<file path="src/design/pip_pkg.sv">
package pip_pkg;

    // Default coordinate width of the query point and the vertices.
    localparam int unsigned COORD_WIDTH_DEF = 16;

    // Per-item flags that travel with a vertex down the pipeline.
    typedef struct packed {
        logic first;    // vertex opens a polygon
        logic last;     // vertex closes a polygon
    } t_flags;

    // Load enables of the difference and product stages of the edge pipeline.
    typedef struct packed {
        logic ld_diff;  // load the difference stage
        logic ld_prod;  // load the product stage
    } t_stage_ld;

endpackage

</file>
<file path="src/design/point_in_polygon_crossing.sv">
// Crossing-number point-in-polygon test over a stream of vertices.
//
// Slave side: one word per polygon vertex. tdata carries point_x, point_y,
// vertex_x and vertex_y; the point is sampled only on the first vertex of a
// polygon. tlast marks the final vertex, which also closes the polygon back
// to its first vertex. Master side: one word per polygon, tdata[0] = inside.
//
// Throughput: one vertex per cycle while no stall backs up from the receiver.
// Each vertex runs through a capture register, a difference stage, a product
// stage (multipliers for the previous and closing edges) and a compare/parity stage that
// writes the output register that drives o_m_axis_tvalid and o_m_axis_tdata.
// A one-vertex polygon reports outside.
//
// Reset (synchronous, active low) empties the pipeline and the output register
// and arms the block for the first vertex of a new polygon.
// When the receiver stalls, the output word holds and the stages behind it
// keep filling; only a closing vertex waits on a full output register, and the
// stall then backs up stage by stage to o_s_axis_tready.
module point_in_polygon_crossing #(
    parameter int unsigned COORD_WIDTH = pip_pkg::COORD_WIDTH_DEF
) (
    input  logic                                   i_clk,
    input  logic                                   i_rst_n,
    input  logic                                   i_s_axis_tvalid,
    output logic                                   o_s_axis_tready,
    // point_x, point_y, vertex_x, vertex_y (lowest bits first), zero padded
    input  logic [((4*COORD_WIDTH+7)/8)*8-1:0]     i_s_axis_tdata,
    input  logic                                   i_s_axis_tlast,
    output logic                                   o_m_axis_tvalid,
    input  logic                                   i_m_axis_tready,
    // inside_res in bit 0, zero padded
    output logic [7:0]                             o_m_axis_tdata
);
    import pip_pkg::*;

    localparam int unsigned CW = COORD_WIDTH;

    logic                 accept;
    logic                 rdy1, rdy2, rdy3, out_free, adv3;
    logic                 r_v1, r_v2, r_v3;
    logic                 r_last2, r_last3;
    t_flags               flags1;
    t_stage_ld            ld;
    logic signed [CW-1:0] vx, vy, px, py, qx, qy, fx, fy;
    logic                 tog_a, tog_b, inside_bit;

    // Hold a stage while its successor is full and stalled; a stage is free
    // when empty. Only a closing vertex needs room in the output register.
    assign rdy3 = !r_v3 || !r_last3 || out_free;
    assign rdy2 = !r_v2 || rdy3;
    assign rdy1 = !r_v1 || rdy2;
    assign adv3 = r_v3 && rdy3;

    assign o_s_axis_tready = rdy1;
    assign accept          = i_s_axis_tvalid && rdy1;

    assign ld.ld_diff = rdy2;
    assign ld.ld_prod = rdy3;

    always_ff @(posedge i_clk) begin
        if (!i_rst_n) begin
            r_v1    <= 1'b0;
            r_v2    <= 1'b0;
            r_v3    <= 1'b0;
            r_last2 <= 1'b0;
            r_last3 <= 1'b0;
        end else begin
            if (rdy1) begin
                r_v1 <= i_s_axis_tvalid;
            end
            if (rdy2) begin
                r_v2    <= r_v1;
                r_last2 <= flags1.last;
            end
            if (rdy3) begin
                r_v3    <= r_v2;
                r_last3 <= r_last2;
            end
        end
    end

    pip_capture #(
        .COORD_WIDTH(CW)
    ) u_capture (
        .i_clk         (i_clk),
        .i_rst_n       (i_rst_n),
        .i_accept      (accept),
        .i_point_x     (i_s_axis_tdata[CW-1:0]),
        .i_point_y     (i_s_axis_tdata[2*CW-1:CW]),
        .i_vertex_x    (i_s_axis_tdata[3*CW-1:2*CW]),
        .i_vertex_y    (i_s_axis_tdata[4*CW-1:3*CW]),
        .i_last_vertex (i_s_axis_tlast),
        .o_flags       (flags1),
        .o_vx          (vx),
        .o_vy          (vy),
        .o_px          (px),
        .o_py          (py),
        .o_qx          (qx),
        .o_qy          (qy),
        .o_fx          (fx),
        .o_fy          (fy)
    );

    // Edge from the previous vertex to this one; none on the opening vertex.
    pip_edge #(
        .COORD_WIDTH(CW)
    ) u_edge_prev (
        .i_clk    (i_clk),
        .i_ld     (ld),
        .i_active (r_v1 && !flags1.first),
        .i_ax     (px),
        .i_ay     (py),
        .i_bx     (vx),
        .i_by     (vy),
        .i_qx     (qx),
        .i_qy     (qy),
        .o_toggle (tog_a)
    );

    // Closing edge from the final vertex back to the first one.
    pip_edge #(
        .COORD_WIDTH(CW)
    ) u_edge_close (
        .i_clk    (i_clk),
        .i_ld     (ld),
        .i_active (r_v1 && flags1.last && !flags1.first),
        .i_ax     (vx),
        .i_ay     (vy),
        .i_bx     (fx),
        .i_by     (fy),
        .i_qx     (qx),
        .i_qy     (qy),
        .o_toggle (tog_b)
    );

    pip_accum u_accum (
        .i_clk      (i_clk),
        .i_rst_n    (i_rst_n),
        .i_advance  (adv3),
        .i_last     (r_last3),
        .i_toggle_a (tog_a),
        .i_toggle_b (tog_b),
        .i_m_ready  (i_m_axis_tready),
        .o_out_free (out_free),
        .o_valid    (o_m_axis_tvalid),
        .o_inside   (inside_bit)
    );

    assign o_m_axis_tdata = {7'b0, inside_bit};

endmodule

</file>
<file path="src/design/pip_capture.sv">
module pip_capture #(
    parameter int unsigned COORD_WIDTH = pip_pkg::COORD_WIDTH_DEF
) (
    input  logic                          i_clk,
    input  logic                          i_rst_n,
    input  logic                          i_accept,
    input  logic signed [COORD_WIDTH-1:0] i_point_x,
    input  logic signed [COORD_WIDTH-1:0] i_point_y,
    input  logic signed [COORD_WIDTH-1:0] i_vertex_x,
    input  logic signed [COORD_WIDTH-1:0] i_vertex_y,
    input  logic                          i_last_vertex,
    output pip_pkg::t_flags               o_flags,
    output logic signed [COORD_WIDTH-1:0] o_vx,
    output logic signed [COORD_WIDTH-1:0] o_vy,
    output logic signed [COORD_WIDTH-1:0] o_px,
    output logic signed [COORD_WIDTH-1:0] o_py,
    output logic signed [COORD_WIDTH-1:0] o_qx,
    output logic signed [COORD_WIDTH-1:0] o_qy,
    output logic signed [COORD_WIDTH-1:0] o_fx,
    output logic signed [COORD_WIDTH-1:0] o_fy
);
    import pip_pkg::*;

    logic                          r_in_poly;
    t_flags                        r_flags;
    logic signed [COORD_WIDTH-1:0] r_vx, r_vy, r_px, r_py;
    logic signed [COORD_WIDTH-1:0] r_qx, r_qy, r_fx, r_fy;

    // r_vx/r_vy hold the newest vertex; the one before it shifts into r_px/r_py.
    always_ff @(posedge i_clk) begin
        if (!i_rst_n) begin
            r_in_poly <= 1'b0;
            r_flags   <= '0;
            r_vx      <= '0;
            r_vy      <= '0;
            r_px      <= '0;
            r_py      <= '0;
            r_qx      <= '0;
            r_qy      <= '0;
            r_fx      <= '0;
            r_fy      <= '0;
        end else if (i_accept) begin
            r_flags.first <= !r_in_poly;
            r_flags.last  <= i_last_vertex;
            r_in_poly     <= !i_last_vertex;
            r_px          <= r_vx;
            r_py          <= r_vy;
            r_vx          <= i_vertex_x;
            r_vy          <= i_vertex_y;
            if (!r_in_poly) begin
                r_qx <= i_point_x;
                r_qy <= i_point_y;
                r_fx <= i_vertex_x;
                r_fy <= i_vertex_y;
            end
        end
    end

    assign o_flags = r_flags;
    assign o_vx    = r_vx;
    assign o_vy    = r_vy;
    assign o_px    = r_px;
    assign o_py    = r_py;
    assign o_qx    = r_qx;
    assign o_qy    = r_qy;
    assign o_fx    = r_fx;
    assign o_fy    = r_fy;

endmodule

</file>
<file path="src/design/pip_edge.sv">
module pip_edge #(
    parameter int unsigned COORD_WIDTH = pip_pkg::COORD_WIDTH_DEF
) (
    input  logic                          i_clk,
    input  pip_pkg::t_stage_ld            i_ld,
    input  logic                          i_active,
    input  logic signed [COORD_WIDTH-1:0] i_ax,
    input  logic signed [COORD_WIDTH-1:0] i_ay,
    input  logic signed [COORD_WIDTH-1:0] i_bx,
    input  logic signed [COORD_WIDTH-1:0] i_by,
    input  logic signed [COORD_WIDTH-1:0] i_qx,
    input  logic signed [COORD_WIDTH-1:0] i_qy,
    output logic                          o_toggle
);
    import pip_pkg::*;

    localparam int unsigned DW = COORD_WIDTH + 1;
    localparam int unsigned PW = 2 * DW;

    logic signed [DW-1:0] ax_e, ay_e, bx_e, by_e, qx_e, qy_e;
    logic                 straddle;

    logic                 r_str_d;
    logic signed [DW-1:0] r_d, r_lx, r_rx, r_ry;

    logic                 r_str_p;
    logic                 r_dpos;
    logic signed [PW-1:0] r_lhs, r_rhs;

    assign ax_e = DW'(i_ax);
    assign ay_e = DW'(i_ay);
    assign bx_e = DW'(i_bx);
    assign by_e = DW'(i_by);
    assign qx_e = DW'(i_qx);
    assign qy_e = DW'(i_qy);

    // Edge crosses the horizontal line through the query point.
    assign straddle = (i_by > i_qy) != (i_ay > i_qy);

    always_ff @(posedge i_clk) begin
        if (i_ld.ld_diff) begin
            r_str_d <= i_active && straddle;
            r_d     <= ay_e - by_e;
            r_lx    <= qx_e - bx_e;
            r_rx    <= ax_e - bx_e;
            r_ry    <= qy_e - by_e;
        end
        if (i_ld.ld_prod) begin
            r_str_p <= r_str_d;
            r_dpos  <= !r_d[DW-1];
            r_lhs   <= PW'(r_lx) * PW'(r_d);
            r_rhs   <= PW'(r_rx) * PW'(r_ry);
        end
    end

    // Query strictly left of the crossing; flip the compare when d is negative.
    assign o_toggle = r_str_p && (r_dpos ? (r_lhs < r_rhs) : (r_rhs < r_lhs));

endmodule

</file>
<file path="src/design/pip_accum.sv">
module pip_accum (
    input  logic i_clk,
    input  logic i_rst_n,
    input  logic i_advance,
    input  logic i_last,
    input  logic i_toggle_a,
    input  logic i_toggle_b,
    input  logic i_m_ready,
    output logic o_out_free,
    output logic o_valid,
    output logic o_inside
);
    import pip_pkg::*;

    logic r_parity;
    logic r_valid;
    logic r_inside;
    logic n_parity;

    assign n_parity = r_parity ^ i_toggle_a ^ i_toggle_b;

    always_ff @(posedge i_clk) begin
        if (!i_rst_n) begin
            r_parity <= 1'b0;
            r_valid  <= 1'b0;
            r_inside <= 1'b0;
        end else begin
            if (i_advance && i_last) begin
                r_inside <= n_parity;
                r_parity <= 1'b0;
                r_valid  <= 1'b1;
            end else begin
                if (i_advance) begin
                    r_parity <= n_parity;
                end
                if (i_m_ready) begin
                    r_valid <= 1'b0;
                end
            end
        end
    end

    assign o_out_free = !r_valid || i_m_ready;
    assign o_valid    = r_valid;
    assign o_inside   = r_inside;

endmodule

</file>
<file path="config.mk">
export PLATFORM = sky130hd
export DESIGN_NAME = point_in_polygon_crossing
export DESIGN_NICKNAME = d
export VERILOG_FILES = /design/src/design/pip_pkg.sv /design/src/design/point_in_polygon_crossing.sv /design/src/design/pip_capture.sv /design/src/design/pip_edge.sv /design/src/design/pip_accum.sv
export SDC_FILE = /design/constraint.sdc
export NUM_CORES = 2
export LEC_CHECK = 0
export BUFFER_PORTS_ARGS = -buffer_cell sky130_fd_sc_hd__clkbuf_2
export CAP_MARGIN = 20
export CELL_PAD_IN_SITES_DETAIL_PLACEMENT = 1
export CELL_PAD_IN_SITES_GLOBAL_PLACEMENT = 1
export CORE_AREA = 5 5 319 478
export CTS_BUF_LIST = sky130_fd_sc_hd__clkbuf_4
export DETAILED_ROUTE_END_ITERATION = 8
export DIE_AREA = 0 0 324 483
export MAX_ROUTING_LAYER = met4
export PLACE_DENSITY = 0.84
export SYNTH_ARGS = -nofsm -noshare
export SYNTH_HDL_FRONTEND = slang
export SYNTH_HIERARCHICAL = 1
export SYNTH_SLANG_ARGS = --single-unit
</file>
<file path="constraint.sdc">
create_clock -name i_clk -period 10.95 [get_ports i_clk]
set_input_delay 1.6425 -clock i_clk [delete_from_list [all_inputs] [get_ports i_clk]]
set_output_delay 1.6425 -clock i_clk [all_outputs]
set_load 0.1 [all_outputs]
</file>
# Word level (Yosys, flattened, before mapping)
# Cells that the tools add are included.
# Widths: inputs -> output; s select.
[word_totals]
ff_bits = 417
latch_bits = 0
ram_bits = 0
rom_bits = 0
input_bits = 69
out_inout_bits = 10
elab_cells = 94
memories = 0
[classes]
addsub = 8
mul = 4
div_mod_pow = 0
order_cmp = 7
n_eq_ne = 2
shifts = 0
n_mux = 4
n_bitwise = 4
n_reduce_logical = 28
[ops]
columns = ["operator", "n"]
rows = [
  ["$lt 34x34->1", 4],
  ["$mul 17x17->34", 4],
  ["$sub 16x16->17", 8],
  ["$gt 16x16->1", 3],
  ["$logic_and 1x1->1", 10],
  ["$logic_not 1->1", 10],
  ["$logic_or 1x1->1", 5],
  ["$mux 1", 4],
  ["$ne 1x1->1", 2],
  ["$not 1->1", 2],
  ["$reduce_and 2->1", 1],
  ["$reduce_bool 2->1", 1],
  ["$reduce_or 2->1", 1],
  ["$xor 1x1->1", 2],
]

# Depth between registers and ports, before layout
[logic_depth]
word_depth = 7
mapped_depth = 24
depth_no_buf = 22

# Modules after synthesis
# Netlist, hierarchy kept.
[by_module_without_submodules]
columns = ["module", "n_inst", "cells_each", "area_each_um2", "seq_area_each_um2"]
rows = [
  ["pip_edge at u_edge_prev", 1, 3137, 30365.4, 4174.0],
  ["pip_edge at u_edge_close", 1, 3111, 30155.2, 4174.0],
  ["pip_capture", 1, 495, 5108.6, 2622.5],
  ["point_in_polygon_crossing", 1, 34, 296.5, 100.1],
  ["pip_accum", 1, 17, 151.4, 60.1],
]

# Worst setup path before layout
# Ideal clock, no wire load.
[synth_timing]
path_type = "reg2reg"
startpoint = "reg u_edge_close.r_rx[16]"
endpoint = "reg u_edge_close.r_rhs[32] (data pin)"
setup_ps = 266
t_arrival_ps = 6034
t_required_ps = 10684
setup_slack_ps = 4650
path_stages_with_launch = 20
n_path_buf = 1
synth_period_minus_slack_ps = 6300
cell_sequence = "edfxtp_1 > clkbuf_1 > nand2_1 > inv_1 > fa_1 > fa_1 > fa_1 > fa_1 > fa_1 > inv_1 > fa_1 > inv_1 > ha_1 > a21o_1 > a21o_1 > a21o_1 > a21o_1 > a221oi_4 > nor4_1 > or3b_1"
[synth_between]
elab_chain_len = 1
[synth_rtl]
columns = ["element", "line", "text"]
rows = [
  ["start: declaration", "pip_edge.sv:24", "logic signed [DW-1:0] r_d, r_lx, r_rx, r_ry;"],
  ["start signal: assignment", "pip_edge.sv:45", "r_rx <= ax_e - bx_e;"],
  ["$mul 17x17->34", "pip_edge.sv:52", "r_rhs <= PW'(r_rx) * PW'(r_ry);"],
  ["end signal: assignment", "pip_edge.sv:52", ""],
  ["end: declaration", "pip_edge.sv:28", "logic signed [PW-1:0] r_lhs, r_rhs;"],
]
# Every way passes these cells.
# A chain may end at the register's enable or synchronous reset.

# Worst setup path after layout
[layout_timing]
startpoint = "reg u_edge_close.r_lx[11]"
endpoint = "reg u_edge_close.r_lhs[32] (data pin)"
[layout_between]
elab_chain_len = 1
[layout_rtl]
columns = ["element", "line", "text"]
rows = [
  ["start: declaration", "pip_edge.sv:24", ""],
  ["start signal: assignment", "pip_edge.sv:44", "r_lx <= qx_e - bx_e;"],
  ["$mul 17x17->34", "pip_edge.sv:51", "r_lhs <= PW'(r_lx) * PW'(r_d);"],
  ["end signal: assignment", "pip_edge.sv:51", ""],
  ["end: declaration", "pip_edge.sv:28", ""],
]
# Every way passes these cells.

==> metrics.txt <==
result of the run finished clean; adder and majority gate portion of the synthesized area 0.469; Critical R2R Launch u_edge_close/r_lx[11]; TritonCTS clock tree done; Die Wd 324 um; CORE AREA 148,000 sq um; area of the die 156,000 sq um; clock tree sinks 417; Inserted Clock Buffers 109; portion of the post-synthesis area used by sequential elements 0.168; Yosys Warn Count 6; category of the worst setup path capture point flip-flop; via count of the first global-routing pass 57,100; wire length of the first global-routing pass 310,000 um; post-synthesis instance area 66,100 sq um; cells after synthesis 6,794; cells taking the most area after synthesis sky130_fd_sc_hd__fa_1, sky130_fd_sc_hd__edfxtp_1, sky130_fd_sc_hd__ha_1; setup fix buffers added after clock tree synthesis 0; cell chosen for the clock root sky130_fd_sc_hd__clkbuf_4; proportion of synthesized flip-flops having asynchronous set or reset 0; setup repair after global routing missed its margin false; Clock Tree Buf Depth 3; synthesized-area fraction occupied by xor and xnor cells 0.0278; number of synthesized flops with an enable pin 278; hold-critical path endpoint u_edge_close/r_str_p; count of pins on the block boundary 79; area occupied by multi-input gates 48,600 sq um; arrival time at the worst endpoint 7.87 ns; Port Buffer Count 71; area occupied by registers 11,100 sq um; wirelength, routed 194,000 um; effective utilization at floorplan 0.448; DP Wirelength 158,000 um; pin count of the biggest net entering global routing 114; fraction of the mapped netlist area in compound gates 0.0672; register-to-register path setup slack 3.80 ns; startpoint types flip-flop; Setup TNS 0 ns; worst hold-check path type flip-flop to flip-flop; cell taking the most area after synthesis sky130_fd_sc_hd__fa_1; Via Count 48,500; count of different cell masters after synthesis 103; number of violations reported at the end of detailed-routing iteration 0 2,422; final hold viol count 0; Worst Hold Launch u_edge_close/r_str_d; critical register-to-register path endpoint u_edge_close/r_lhs[32]; NumNets Final 8,631; Post-Synthesis Mean Instance Area 9.73 sq um; final clock period utilization by the worst path 0.653; prevailing post-synth register cell sky130_fd_sc_hd__edfxtp_1; Post-CTS Hold Buffers 0; post-layout minimum cycle time 7.15 ns; Worst-Skew Late Latency 1.03 ns; layout cells sized above 1 0.0459; flip-flop and latch count after synthesis 417; clock slew seen by the registers of the worst setup and hold paths 0.09 ns; remaining global-route overflow 0; GPL Wtd Cong 0.919; max cap viols 0; maximum level of the CTS H-tree 3; worst reg2reg path depth 19; antenna violations before repair 14; Max FO, Critical Path 17; worst setup skew after layout 0.0885 ns; total routing resource utilization after global routing 0.259; multiplexer area fraction after synthesis 0.0205; number of DRC violations after detailed routing 0; layout overhead on the synthesized area 5.38%; Routed wire per std cell 22.0 um; DIE HEIGHT 483 um; WS Path Type flip-flop to flip-flop; vias per cell 5.49; Resized cells post-CTS 0; share of Yosys cell area claimed by the top area cell type 0.361; Slew Limit Fails 0; main combinational cell family by area after synthesis adder cells; CP Launch Point u_edge_close/r_lx[11]; count of standard-cell rows 173; DR pass1 iterations 5; number of instances on the worst hold path 0; simple-gate share of the synthesized area 0.151; fmax 0.140 GHz; slew at the pin closest to its max-slew limit 1.09 ns; count of nets left with antenna violations after detail routing 0; worst relative slew slack 0.267; total of endpoints with negative setup slack in the final report 0; Worst Path Required 11.67 ns; # fillers 16,800
-- worst max-delay path: stages (launching register included) --
cell and delay, ns:
sky130_fd_sc_hd__edfxtp_1 0.86, sky130_fd_sc_hd__nand2_1 0.20, sky130_fd_sc_hd__fa_1 0.56, sky130_fd_sc_hd__fa_1 0.52, sky130_fd_sc_hd__fa_1 0.54, sky130_fd_sc_hd__inv_1 0.06
sky130_fd_sc_hd__fa_1 0.51, sky130_fd_sc_hd__fa_1 0.50, sky130_fd_sc_hd__inv_1 0.05, sky130_fd_sc_hd__fa_1 0.48, sky130_fd_sc_hd__inv_1 0.05, sky130_fd_sc_hd__ha_1 0.33
sky130_fd_sc_hd__a21o_1 0.18, sky130_fd_sc_hd__a21o_1 0.18, sky130_fd_sc_hd__a21oi_1 0.20, sky130_fd_sc_hd__nor2_1 0.11, sky130_fd_sc_hd__o31a_1 0.34, sky130_fd_sc_hd__a2111oi_0 0.86
sky130_fd_sc_hd__nor3_1 0.13, sky130_fd_sc_hd__nand4b_1 0.21
-- flip-flops by register name, indices dropped and copies added (netlist names), 16 cells and up --
register            count
u_edge_close/r_lhs     34
u_edge_close/r_rhs     34
u_edge_prev/r_lhs      34
u_edge_prev/r_rhs      34
u_edge_close/r_d       17
u_edge_close/r_lx      17
u_edge_close/r_rx      17
u_edge_close/r_ry      17
u_edge_prev/r_d        17
u_edge_prev/r_lx       17
u_edge_prev/r_rx       17
u_edge_prev/r_ry       17
u_capture/o_fx         16
u_capture/o_fy         16
u_capture/o_px         16
u_capture/o_py         16
u_capture/o_qx         16
u_capture/o_qy         16
u_capture/o_vx         16
u_capture/o_vy         16
-- cells by family after synthesis --
family	after synthesis
AND/OR/NAND/NOR	1980
XOR/XNOR	210
buffers and inverters	1646
multiplexers	135
flip-flops	417
other	1
adder cells (fa/ha/maj)	1762
AO/OA/AOI/OAI	643
-- synth_stat cells (24+ instances only) --
library cell / instances
sky130_fd_sc_hd__inv_1: 1448
sky130_fd_sc_hd__fa_1: 1192
sky130_fd_sc_hd__nand2_1: 727
sky130_fd_sc_hd__and2_1: 602
sky130_fd_sc_hd__ha_1: 570
sky130_fd_sc_hd__edfxtp_1: 278
sky130_fd_sc_hd__nor2_1: 221
sky130_fd_sc_hd__xnor2_1: 172
sky130_fd_sc_hd__a21oi_1: 161
sky130_fd_sc_hd__clkbuf_1: 155
sky130_fd_sc_hd__dfxtp_1: 139
sky130_fd_sc_hd__mux2i_1: 135
sky130_fd_sc_hd__nor2b_1: 111
sky130_fd_sc_hd__o21ai_0: 102
sky130_fd_sc_hd__a21o_1: 84
sky130_fd_sc_hd__nor3_1: 70
sky130_fd_sc_hd__nand3_1: 60
sky130_fd_sc_hd__o21a_1: 56
sky130_fd_sc_hd__nand2b_1: 40
sky130_fd_sc_hd__xor2_1: 38
sky130_fd_sc_hd__nand4_1: 31
sky130_fd_sc_hd__and3_1: 28
sky130_fd_sc_hd__or3_1: 26
sky130_fd_sc_hd__a31oi_1: 24
-- cell usage in the layout (no fill, tap or decap), drive strengths merged, types with 56 or more instances in the layout --
cell and count:
inv 1451, fa 1192, nand2 727, and2 602, ha 570, edfxtp 278
clkbuf 226, nor2 221, xnor2 172, a21oi 162, dfxtp 139, mux2i 135
o21ai 121, nor2b 113, a21o 84, nor3 70, nand3 60, o21a 56
-- area by class of cell --
cell class,count,share of cell area
Multi-Input combinational cell,4737,0.698
Sequential cell,417,0.160
Inverter,1448,0.0782
Tap cell,1925,0.0346
Clock buffer,156,0.0168
Timing Repair Buffer,87,0.00692
Clock inverter,47,0.00483
Antenna cell,13,0.000467
-- how the worst max path moves through the flow --
stage | to | depth (start not counted) | slack (ns)
6_report | u_edge_close/r_lhs[32] | 19 | 3.80
2_1_floorplan | u_edge_close/r_rhs[32] | 19 | 4.65
5_1_grt | u_edge_prev/r_lhs[33] | 19 | 3.43
3_5_place_dp | u_edge_close/r_lhs[26] | 20 | 3.88
3_3_place_gp | u_edge_close/r_lhs[32] | 19 | 4.00
4_1_cts | u_edge_close/r_lhs[26] | 20 | 3.78
-- metal layers --
metal | vias to the layer above | share of wire | GRT usage
li1 | 21200 | - | -
met1 | 25300 | 0.38 | 0.289
met4 | 0 | 0.060 | 0.133
met2 | 1370 | 0.52 | 0.455
met5 | - | 0 | -
met3 | 621 | 0.041 | 0.0321
-- stage by stage --
stage	worst slack [ns]	util	instances	area [sq um]	hold slack, ns
finish	3.80	0.472	8830	69600	0.428
CTS	3.78	0.471	8817	69600	0.426
global route	3.43	0.472	8828	69600	0.435
global placement	4.00	0.461	8614	68100	0.408
floorplan	4.65	-	6800	66100	0.400
detailed placement	3.88	0.461	8614	68100	0.414
Power is not shown: default switching activity piles up to over one toggle a cycle in this logic, so the estimate is an artifact.
